--- config.mk ---
export PLATFORM = sky130hd
export DESIGN_NAME = trq_front
export DESIGN_NICKNAME = d
export VERILOG_FILES = /design/src/sv/trq_pkg.sv /design/src/sv/trq_front.sv
export SDC_FILE = /design/constraint.sdc
export NUM_CORES = 1
export LEC_CHECK = 0
export BUFFER_PORTS_ARGS = -buffer_cell sky130_fd_sc_hd__buf_2
export CAP_MARGIN = 0
export CORE_MARGIN = 1
export CORE_UTILIZATION = 56
export DETAILED_ROUTE_END_ITERATION = 10
export PLACE_DENSITY_LB_ADDON = 0.15
export SLEW_MARGIN = 20
export SYNTH_ARGS = -nofsm -noshare
export SYNTH_HDL_FRONTEND = slang
export SYNTH_SLANG_ARGS = --single-unit
--- constraint.sdc ---
create_clock -name clk -period 42.8 [get_ports clk]
set_input_delay 8.56 -clock clk [delete_from_list [all_inputs] [get_ports clk]]
set_output_delay 8.56 -clock clk [all_outputs]
set_load 0.02 [all_outputs]
--- src/sv/trq_pkg.sv ---
// package for the timestamp reorder queue: payload types, codes and constants
`default_nettype none
package trq_pkg;

  localparam int DEPTH_DEFAULT = 32;
  localparam logic [63:0] ALL_ONES = 64'hFFFF_FFFF_FFFF_FFFF;

  typedef enum logic [1:0] {
    MODE_NONE  = 2'd0,
    MODE_FINAL = 2'd1,
    MODE_ROUND = 2'd2,
    MODE_HALF  = 2'd3
  } mode_t;

  typedef enum logic [1:0] {
    ST_OK      = 2'd0,
    ST_INVALID = 2'd1,
    ST_NOSPACE = 2'd2,
    ST_RSVD    = 2'd3
  } status_t;

  localparam logic FUNC_QUEUE = 1'b0;
  localparam logic FUNC_FLUSH = 1'b1;
  localparam logic KIND_EVENT = 1'b0;
  localparam logic KIND_DONE  = 1'b1;

  typedef struct packed {
    logic        func;
    logic [63:0] stamp;
    logic [63:0] offset_in;
    logic [31:0] event_tag;
    logic [1:0]  flush_mode;
  } in_item_t;

  typedef struct packed {
    logic        kind;
    logic [1:0]  status;
    logic [63:0] stamp_out;
    logic [63:0] offset_out;
    logic [31:0] tag_out;
    logic [31:0] late_count;
    logic        last;
  } out_item_t;

  // classified request handed from front to back
  typedef struct packed {
    logic        flush;
    logic        invalid;
    logic        late;
    logic [63:0] stamp;
    logic [63:0] offset;
    logic [31:0] tag;
    logic [1:0]  mode;
  } cmd_t;

  typedef enum logic [2:0] {
    B_IDLE,
    B_DECIDE,
    B_DRAIN,
    B_POST,
    B_INSERT,
    B_DONE
  } bstate_t;

endpackage
`default_nettype wire

--- src/sv/trq_front.sv ---
// front end: accepts requests, classifies them and queues them for the back end
`default_nettype none
module trq_front
  import trq_pkg::*;
(
  input  wire logic     clk,
  input  wire logic     rst,
  input  wire logic     start,
  input  wire in_item_t in_item,
  output logic          busy,
  output logic          cmd_valid,
  output cmd_t          cmd,
  input  wire logic     cmd_take,
  input  wire logic     back_idle
);

  // two-entry queue; one item in flight at a time keeps the model order simple
  cmd_t       q [2];
  logic [1:0] cnt;
  logic       rd, wr;
  logic       inflight;
  cmd_t       c;

  always_comb begin
    c.flush   = (in_item.func == FUNC_FLUSH);
    c.invalid = (in_item.func == FUNC_QUEUE) &&
                ((in_item.stamp == '0) || (in_item.stamp == ALL_ONES));
    c.late    = 1'b0;
    c.stamp   = in_item.stamp;
    c.offset  = in_item.offset_in;
    c.tag     = in_item.event_tag;
    c.mode    = in_item.flush_mode;
  end

  assign busy      = inflight || (cnt != 2'd0) || !back_idle;
  assign cmd_valid = (cnt != 2'd0);
  assign cmd       = q[rd];

  always_ff @(posedge clk) begin
    if (rst) begin
      cnt <= '0; rd <= 1'b0; wr <= 1'b0; inflight <= 1'b0;
    end else begin
      inflight <= 1'b0;
      if (start && !busy) begin
        q[wr] <= c;
        wr <= ~wr;
        inflight <= 1'b1;
      end
      if (cmd_take) rd <= ~rd;
      cnt <= cnt + {1'b0, start && !busy} - {1'b0, cmd_take};
    end
  end

endmodule
`default_nettype wire

### Word-level counts from Yosys, hierarchy flattened

Memories as Yosys holds them, arrays and structs flattened. A register that Yosys moved wholly into a read port is not among the register bits.
Cells that the tools add are included.

| storage, ports and cells | value |
|---|---|
| bits in registers | 5 |
| output and inout bits | 167 |
| word-level logic and storage cells | 25 |
| ROM bits | 0 |
| RAM bits | 328 |
| bits in latches | 0 |
| bits of input ports | 168 |
| memories kept | 1 |

Memory list:

| memory | words | width | rd ports | clocked after memory_dff | write ports | RTL line | RTL |
|---|---|---|---|---|---|---|---|
| q | 2 | 164 | 1 | 1 | 1 | trq_front.sv:18 | `cmd_t q [2];` |

| cells by class | value |
|---|---|
| equal/unequal tests | 1 |
| div/mod/pow operators | 0 |
| multipliers | 0 |
| reduce and logical (&&, ||, !) cells | 9 |
| bitwise logic cells | 3 |
| shift-type cells | 0 |
| mux-type cells | 5 |
| order comparisons | 0 |
| add/subtract/negate cells | 2 |

Operator list:

| cell | count |
|---|---|
| $eq 64x64->1 const B | 1 |
| $logic_not 64->1 | 1 |
| $mux 1 | 5 |
| $logic_or 1x1->1 | 3 |
| $not 1->1 | 3 |
| $add 2x1->2 | 1 |
| $logic_and 1x1->1 | 2 |
| $logic_not 1->1 | 2 |
| $reduce_bool 2->1 | 1 |
| $sub 2x1->2 | 1 |

### Logic depth before layout (Yosys ltp)

Gate-level depths: netlist of run 1.

| logic depth | value |
|---|---|
| depth after elaboration | 8 |
| gate-level depth with buffers | 9 |
| depth with buffers taken out | 8 |

### Worst setup path before layout of run 1

Ideal clock, no wire load.

| timing | value |
|---|---|
| path type | input-to-reg |
| start point | input port back_idle |
| end point | memory q[0][0] (netlist bit), enable pin |
| cell stages on the path | 4 |
| slack | 21.436 ns |
| path buffers | 1 |
| arrival | 20.476 ns |
| required time | 41.912 ns |
| library setup time | 0.888 ns |
| cell sequence | or4b_4 or2_1 buf_6 nor3_1 |

| on the way | value |
|---|---|
| cells in the longest elaborated chain, start to end | 7 |

Ends and longest elaborated chain:

| element | RTL line | RTL |
|---|---|---|
| start, declared | trq_front.sv:14 | `input wire logic back_idle` |
| $logic_not 1->1 | trq_front.sv:35 | `assign busy = inflight \|\| (cnt != 2'd0) \|\| !back_idle;` |
| $logic_or 1x1->1 | trq_front.sv:35 |  |
| $logic_not 1->1 | trq_front.sv:44 | `if (start && !busy) begin` |
| $logic_and 1x1->1 | trq_front.sv:44 |  |
| $mux 1 | trq_front.sv:44 |  |
| $mux 1 | -- |  |
| $mux 1 (not written as such) | trq_front.sv:45 | `q[wr] <= c;` |
| end, declared | trq_front.sv:18 |  |

No other way between the ends.

### Worst setup path in the final report of run 1

| timing | value |
|---|---|
| start point | input port back_idle |
| end point | output port busy |

| on the way | value |
|---|---|
| cells in the longest elaborated chain, start to end | 2 |

Ends and longest elaborated chain:

| element | RTL line | RTL |
|---|---|---|
| $logic_not 1->1 | trq_front.sv:35 |  |
| $logic_or 1x1->1 | trq_front.sv:35 |  |
| end, declared | trq_front.sv:10 | `output logic busy,` |

No other way between the ends.

==> impl_results.md, run 1 <==
* Yosys warns at 0
* Routed wire length at 25,500 microns
* Register area at 9970 sq um
* RSZ-0062 raised after global routing: no
* Leak at 0.00560 uW
* Post-cts resize count at 0
* Worst Hold Depth at 2
* Worst EP required at 34.24 ns
* Final std cells w/o fill at 1,240
* Status: finished, final reports clean
* Final setup vio count at 0
* Final Slew Violations at 0
* Mapped Area at 12,300 sq um
* Via-per-instance ratio at 5.42
* Share of layout cells above drive strength 1 at 57.8%
* Pre-Repair DR Iteration Count at 5
* Clock latency at the later pin of the worst-skew pair at 0.49 ns
* Core area at 21,300 sq um
* Most frequent cells in the layout: buf_2 (333), edfxtp_1 (328), mux2_2 (164)
* Synth top area cells: edfxtp_1 (80%), mux2_2 (15%), nand4_1 (1.1%)
* Num ports at 335
* Die height at 150 microns
* 1st-iter DRT viols at 401
* Fmax at 56.1 MHz
* Slew HR at 29.6%
* DRC Markers at 0
* Startpoint types: input pin
* FF-to-FF End: q[1][15]
* Vias in the first global route at 7,019
* Synthesis-stage register bit count at 334
* Max cap viols at 0
* Initial antenna violation count at 3
* Post-Syn Instances at 581
* Commonest non-fill, non-tap cell in the layout: buf_2
* Min-delay worst type: flip-flop to flip-flop
* Reg2reg start: cnt[1]
* CTS buffer count at 35
* Worst path max stage delay at 0.45 ns
* Clock Pin Slew Worst Setup and Hold Paths at 0.06 ns
* Input/output buffers at 333
* Drt wl/cell at 20.6 microns
* Worst path cell trace: buf_2 -> or4b_4 -> buf_2
* Worst Tran Pin Value at 1.06 ns
* Gr ovfl total at 0
* TritonCTS clock tree: yes
* R2R cell count at 6
* Fillers at 1,341
* Syn_area_per_cell at 21.2 sq um
* Via Count at 6,720
* Largest net degree at the start of global routing at 79
* Endpoints failing hold at 0
* Setup bufs post-CTS at 0
* Total GRT Usage at 22.2%
* Hold-fix buffers, CTS at 0
* Crit Path Class: input pin to output pin
* Syn nets at 751
* Tmin final at 17.81 ns
* Die area at 22,600 sq um
* Endpoint type of the worst setup path: output pin
* Worst IR Drop VDD at 38.8 uV
* Top-area cell type share of the netlist area at 79.8%
* Final #Nets at 1,108
* Hold path startpoint: rd
* Clock root buffer: clkbuf_16
* Area Overhead vs Synth at 24.7%
* CP most frequent cell: buf_2
* Clk_skew at 0.00581 ns
* Clk buf depth at 3
* H-tree lvl count at 2
* # placed instances at 1,176
* RD Place Congestion at 0.818
* Dpl hpwl at 17,300 microns
* Slowest stage cell, crit path: or4b_4
* FF-to-FF setup slack at 38.94 ns
* FP Rows at 53
* First-pass GRT wire length at 37,400 microns
* Setup_tns at 0 ns
* Final ANT Viol Nets at 0
* Crit-path max FO at 2
* Worst EP arrival at 9.25 ns
* Area leader, netlist: edfxtp_1
* Power per standard cell area at 47.8 nW/um^2
* Netlist cell types at 26
* Die W at 150 microns
* Final period util at 41.6%
* Starting density of the core at 58.0%
* Sequential-to-total area share from yosys stat at 80.8%
* Clock sink count at 334
* Area of the multi-input gates at 2270 sq um
## worst max path at each step
stage / depth (start not counted) / from / endpoint
2_1_floorplan: 4 / back_idle / q[0][0]
3_3_place_gp: 3 / back_idle / busy
3_5_place_dp: 3 / back_idle / busy
4_1_cts: 3 / back_idle / busy
5_1_grt: 3 / back_idle / busy
6_report: 3 / back_idle / busy
## cell type report
| class | count | area share, % |
|---|---|---|
| Inverter | 2 | 0.0488 |
| Multi-Input combinational cell | 225 | 14.7 |
| Tap cell | 275 | 2.24 |
| Timing Repair Buffer | 340 | 11.2 |
| Clock inverter | 15 | 0.748 |
| Sequential cell | 334 | 64.8 |
| Clock buffer | 46 | 6.23 |
| Antenna cell | 3 | 0.0488 |
## registers in the layout, indices dropped and copies added (netlist names), named ones only
name      cells
cnt           2
inflight      1
q           328
rd            1
wr            1
## metrics by stage
stage	hold WS [ns]	total power, uW	area, sq um	utilization (%)	worst slack [ns]
2_1_floorplan	0.480	434	12300	-	21.44
3_3_place_gp	0.499	458	14300	67.2	24.99
3_5_place_dp	0.516	461	14300	67.2	24.99
4_1_cts	0.533	742	15400	72.3	24.99
5_1_grt	0.614	760	15400	72.3	24.98
6_report	0.527	736	15400	72.3	24.99
## critical path: cells and delay by family
| kind | cells | cell delay, ns |
|---|---|---|
| and+or+nand+nor | 1 | 0.45 |
| buffers and inverters | 2 | 0.24 |
## metal layers
layer | global-route usage [%] | wire length, microns | vias to the layer above
met5 | 0 | 0 | -
met4 | 8.64 | 793 | 0
met3 | 5.36 | 2220 | 51
met2 | 37.5 | 12700 | 332
met1 | 27.6 | 9820 | 3267
li1 | - | - | 3070
## power breakdown
group | internal, uW | switching [uW] | leakage [uW]
clock network | 169 | 113 | 0.000527
registers | 372 | 4.16 | 0.00302
logic | 31.3 | 46.4 | 0.00205
## cell usage after synthesis (all sizes together)
cell / n
edfxtp: 328
mux2: 164
nand4: 21
nor4: 20
buf: 18
dfxtp: 6
nor2: 5
clkbuf: 2
ha: 2
inv: 2
or2: 2
xnor2: 2
xor2: 2
a21oi: 1
and2: 1
conb: 1
nor2b: 1
nor3: 1
or4: 1
or4b: 1
## cell families after synthesis
group | share of synthesized area [%]
compound gates | 0.0405
xor+xnor | 0.345
fa+ha+maj | 0.203
buf+inv | 0.923
flops | 80.8
mux | 15.0
other cells | 0.0304
simple gates | 2.73
Power figures use the tool's default switching activity.
==> inputs of run 2 (changes only) <==
- CORE_UTILIZATION: 56 -> 47
- clock period: 42.8 -> 15.1 ns (I/O delays scaled with it)
==> run 2 against run 1 <==
Cell count rose by 4.4%. Register-to-register slack worse by 28 ns. Via count shrank 1.2%. Setup slack worse by 17 ns. Clock power grew to 2.9 times the previous value. Sequential power grew to 2.8 times the previous value. Core utilization fell by 11 points. Hold slack lost 0.012 ns. Global-route usage is 3.5 points lower. Sequential share of layout area decreased by 0.52 points. Power rose to 2.9 times the previous value.
==> impl_results.md, run 2 (same netlist as run 1, synthesis figures left out) <==
* Status: finished, final reports clean
* Die W at 164 microns
* Via-per-instance ratio at 5.13
* Die height at 164 microns
* Final setup vio count at 0
* Most frequent cells in the layout: buf_2 (333), edfxtp_1 (328), mux2_2 (164)
* Core area at 25,500 sq um
* Final ANT Viol Nets at 0
* Pre-Repair DR Iteration Count at 4
* Leak at 0.00561 uW
* Input/output buffers at 333
* Routed wire length at 25,600 microns
* CTS buffer count at 35
* Clock latency at the later pin of the worst-skew pair at 0.50 ns
* Comb pwr share at 10.3%
* Num ports at 335
* Final #Nets at 1,108
* Vias in the first global route at 6,655
* Die area at 26,900 sq um
* TritonCTS clock tree: yes
* First-pass GRT wire length at 37,200 microns
* Setup_tns at 0 ns
* Placed Area at 14,400 sq um
* Endpoints failing hold at 0
* Worst EP arrival at 3.71 ns
* Cell Int Power at 1650 uW
* Startpoint types: input pin
* Crit Path Class: input pin to output pin
* Max cap viols at 0
* Starting density of the core at 48.5%
* Setup bufs post-CTS at 0
* R2R cell count at 6
* Gr ovfl total at 0
* Share of layout cells above drive strength 1 at 58.1%
* Area Overhead vs Synth at 25.7%
* Busiest grt layer: met2
* Via Count at 6,642
* Largest regs: q x328, cnt x2
* GR Util met1 at 23.3%
* Clk buf depth at 3
* Flop pwr share at 50.5%
* Clk_skew at 0.0129 ns
* Hold-fix buffers, CTS at 0
* 1st-iter DRT viols at 338
* Final worst setup slack at 8.37 ns
* Clock sink count at 334
* Crit-path max FO at 2
* M3 GR Usage at 5.83%
* Final period util at 44.5%
* Initial antenna violation count at 3
* Endpoint type of the worst setup path: output pin
* Worst IR Drop VDD at 93.3 uV
* RSZ-0062 raised after global routing: no
* Sw frac at 22.1%
* Commonest non-fill, non-tap cell in the layout: buf_2
* Fmax at 149 MHz
* Drt wl/cell at 19.8 microns
* Place WS at 8.38 ns
* Min-delay worst type: flip-flop to flip-flop
* Worst EP required at 12.08 ns
* H-tree lvl count at 2
* Max reg flops at 328
* FP Rows at 58
* DRC Markers at 0
* Tmin final at 6.73 ns
* Worst Tran Pin Value at 1.03 ns
* Power per standard cell area at 136 nW/um^2
* Worst Hold Depth at 2
* Clock Pin Slew Worst Setup and Hold Paths at 0.05 ns
* Total GRT Usage at 18.6%
* Final Slew Violations at 0
* Switch Pwr at 469 uW
* Clock root buffer: clkbuf_16
* Post-route cell area at 15,500 sq um
* Met2 usage at 30.6%
* Largest Register: q
* Largest net degree at the start of global routing at 73
* Post-cts resize count at 0
* Slew HR at 31.0%
* Dpl hpwl at 17,100 microns
* Clock power share at 39.2%
* RD Place Congestion at 0.829
run 2: final timing paths:
check | start | end | slack [ns]
worst max-delay path | back_idle | busy | 8.37
worst min-delay path | rd | rd | 0.52
worst max register to register | cnt[1] | q[1][60] | 11.25
worst min register to register | rd | rd | 0.52
run 2: per-stage QoR:
stage / util (%) / total power (uW) / instances / hold slack, ns
after global routing: 60.9 / 2180 / 1291 / 0.573
after CTS: 60.9 / 2140 / 1291 / 0.518
after detailed placement: 56.5 / 1310 / 1231 / 0.501
final: 60.9 / 2120 / 1294 / 0.515
after global placement: 56.5 / 1310 / 1231 / 0.499
after floorplan: - / 1220 / 581 / 0.480
run 2: area by class of cell:
cell class / count / area [sq um]
repair buffers: 340 / 1720
fillers: 1936 / 9950
clock buffers: 46 / 980
multi-input cells: 225 / 2270
well taps: 330 / 413
clock inverters: 14 / 145
flip-flops and latches: 334 / 9970
diodes: 3 / 7.51
inverters: 2 / 7.51
run 2: layer usage:
metal / up-vias / part of all wire, %
met1: 3241 / 40
met2: 284 / 48
li1: 3071 / -
met3: 44 / 9.5
met4: 2 / 2.5
met5: - / 0.031
run 2: power groups by stage:
stage | Sequential, uW | Combinational, uW | Clock (uW)
2_1_floorplan | 1080 | 139 | 0
3_3_place_gp | 1090 | 218 | 0
3_5_place_dp | 1090 | 219 | 0
4_1_cts | 1070 | 220 | 850
5_1_grt | 1070 | 232 | 880
6_report | 1070 | 217 | 831
run 2: critical path, stage by stage:
cell and delay, ns:
buf_2 0.07, or4b_4 0.44, buf_2 0.17
==> inputs of run 3 (changes only) <==
- ABC_AREA: default -> 1
- CORE_UTILIZATION: 47 -> 53
- clock period: 15.1 -> 7 ns (I/O delays scaled with it)
==> run 3 against run 2 <==
Clock skew is 0.0016 ns lower. Synthesized cell count is 14% higher. Register-to-register slack worse by 7.0 ns. Core utilization is 5.7 points higher. Routed wire length is 5.6% lower. Non-clock buffer count is 2 lower. Sequential share of layout area is 0.45 points lower. Critical path depth stayed put. Power is 110% higher. Critical endpoint is now cmd[121]. Largest power group unchanged.
==> impl_results.md, run 3 <==
* Status: finished, final reports clean
* Synth Area in Simple Gates at 3.87%
* Most instantiated cells after synthesis: edfxtp_1 (328), mux2_2 (164), nor2_1 (58), nand2_1 (46), inv_1 (18)
* Slowest stage cell, crit path: buf_12
* Post-cts resize count at 0
* Clock latency at the later pin of the worst-skew pair at 0.50 ns
* Largest regs: q x328, cnt x2
* Startpoint types: flip-flop
* Final #Nets at 1,187
* Syn nets at 831
* Max cap viols at 0
* Crit Path Class: flip-flop to output pin
* Pre-Repair DR Iteration Count at 5
* FP Rows at 56
* Largest net degree at the start of global routing at 165
* RSZ-0062 raised after global routing: no
* Final setup vio count at 0
* GR Util met1 at 23.1%
* Post-synth EDFFs at 328
* Synth Area in XOR/XNOR at 0.138%
* Setup bufs post-CTS at 0
* Num ports at 335
* Crit-path max FO at 164
* Async set-or-reset flop fraction in the synthesized netlist at 0%
* Via-per-instance ratio at 4.99
* Die W at 157 microns
* Endpoints failing hold at 0
* Starting density of the core at 54.0%
* Worst EP required at 5.60 ns
* Busiest grt layer: met2
* CTS buffer count at 35
* Min-delay worst type: flip-flop to flip-flop
* Hold-fix buffers, CTS at 0
* Mapped Area at 12,700 sq um
* Input/output buffers at 333
* H-tree lvl count at 2
* Clock sink count at 334
* Commonest non-fill, non-tap cell in the layout: buf_2
* Final ANT Viol Nets at 0
* # placed instances at 1,299
* Worst path max stage delay at 0.48 ns
* Area leader, netlist: edfxtp_1
* First-pass GRT wire length at 35,100 microns
* FF-to-FF setup slack at 4.24 ns
* TritonCTS clock tree: yes
* Post-Syn Instances at 661
* Share of layout cells above drive strength 1 at 53.0%
* Reg2reg start: cnt[1]
* Area of the multi-input gates at 2410 sq um
* Power per standard cell area at 280 nW/um^2
* Slew HR at 22.9%
* Mux cell area share after synthesis at 14.6%
* Fmax at 270 MHz
* Tmin final at 3.71 ns
* Worst EP arrival at 2.31 ns
* Top-area cell type share of the netlist area at 77.7%
* Clock Pin Slew Worst Setup and Hold Paths at 0.06 ns
* Synth top area cells: edfxtp_1 (78%), mux2_2 (15%), nor2_1 (1.7%)
* Most frequent cells in the layout: buf_2 (333), edfxtp_1 (328), mux2_2 (164)
* Initial antenna violation count at 6
* WP buf/inv at 2
* Final Slew Violations at 0
* RD Place Congestion at 0.761
* Drt wl/cell at 17.8 microns
* Count leader, synth: edfxtp_1
* Fillers at 1,650
* Setup_tns at 0 ns
* Vias in the first global route at 6,641
* Clk buf depth at 3
* Gr ovfl total at 0
* Syn_area_per_cell at 19.2 sq um
* Sequential-to-total area share from yosys stat at 78.7%
* Top_reg_cell synth: edfxtp_1
* Adder-Cell Fraction of Synth Area at 0.197%
* Netlist cell types at 20
* Largest family of logic cells by synthesized area: multiplexers
* 1st-iter DRT viols at 324
* Area Overhead vs Synth at 23.3%
* CP top delay family: buffers and inverters
* Yosys warns at 0
* Dpl hpwl at 15,800 microns
* Placed Area at 14,600 sq um
* Leak at 0.00577 uW
* Min-Delay Endpoint: rd
* Endpoint type of the worst setup path: output pin
* Worst IR Drop VDD at 199 uV
* Clk_skew at 0.0112 ns
* Total GRT Usage at 19.2%
* Hold path startpoint: rd
* Core area at 23,500 sq um
* Register area at 9970 sq um
* Met2 usage at 30.9%
* M3 GR Usage at 7.45%
* Final period util at 53.0%
* Worst Tran Pin Value at 1.16 ns
* R2R cell count at 6
* Final std cells w/o fill at 1,363
* Clock root buffer: clkbuf_16
* Die height at 157 microns
* FF-to-FF End: q[1][71]
* Via Count at 6,808
* WP depth at 3
* Post-route cell area at 15,600 sq um
* Worst Hold Depth at 2
* Worst path cell trace: buf_12 -> mux2_2 -> buf_2
* Die area at 24,500 sq um
* Largest Register: q
* Synthesis-stage register bit count at 334
* DRC Markers at 0
* Routed wire length at 24,200 microns
* Post-synthesis compound-gate area fraction at 0.0888%
* Max reg flops at 328
==> run 3: changes by cell type after synthesis, sizes merged, moves of 2 or more <==
| cell | delta |
|---|---|
| nor2 | +55 |
| buf | -12 |
| inv | +16 |
| or2 | -2 |
| nand2 | +46 |
| nand4 | -10 |
| clkbuf | +11 |
| nor4 | -20 |
==> run 3: worst min-delay path, delay by kind of cell, from the launching register on <==
| kind | cells | cell delay [ns] |
|---|---|---|
| xor gates and xnor gates | 1 | 0.09 |
| DFF | 1 | 0.32 |
| and+or+nand+nor | 1 | 0.08 |
==> run 3: how the worst max path moves through the flow <==
stage               endpoint  slack (ns)
floorplan            q[0][0]        0.59
global placement    q[1][76]        3.20
detailed placement  q[1][76]        3.21
CTS                 cmd[125]        3.39
global route        cmd[125]        3.32
finish              cmd[121]        3.29
==> run 3: logic make-up (layout without fill, tap and decap cells) <==
group,after synthesis,count (layout)
flip-flops,334,334
multiplexers,164,164
AND/OR/NAND/NOR,119,119
buffers and inverters,37,415
adder cells (fa/ha/maj),2,2
AO/OA/AOI/OAI,2,2
XOR/XNOR,2,2
other,1,6
==> run 3: area by class of cell <==
class | count | area share, %
multi-input cells | 290 | 15.4
clock buffers | 49 | 6.34
diodes | 5 | 0.0801
clock inverters | 10 | 0.288
flip-flops and latches | 334 | 63.8
well taps | 319 | 2.55
repair buffers | 338 | 11.1
inverters | 18 | 0.432
==> run 3: power by group <==
group / internal, uW / leakage [uW] / switching [uW]
Sequential: 2250 / 0.00302 / 11.6
Clock: 981 / 0.000503 / 680
Combinational: 180 / 0.00224 / 265
==> run 3: metal layers <==
metal  part of all wire, %  up-vias
met5                 0.045        -
met4                   2.6        2
li1                      -     3241
met3                    11       46
met2                    48      284
met1                    39     3235
==> run 3: per-stage QoR <==
step                hold WS (ns)  power, uW  setup WS (ns)  util [%]
global route               0.549       4520           3.32      66.5
global placement           0.516       2750           3.20      62.1
floorplan                  0.464       2600          0.587         -
CTS                        0.525       4420           3.39      66.5
detailed placement         0.511       2760           3.21      62.1
finish                     0.524       4370           3.29      66.6
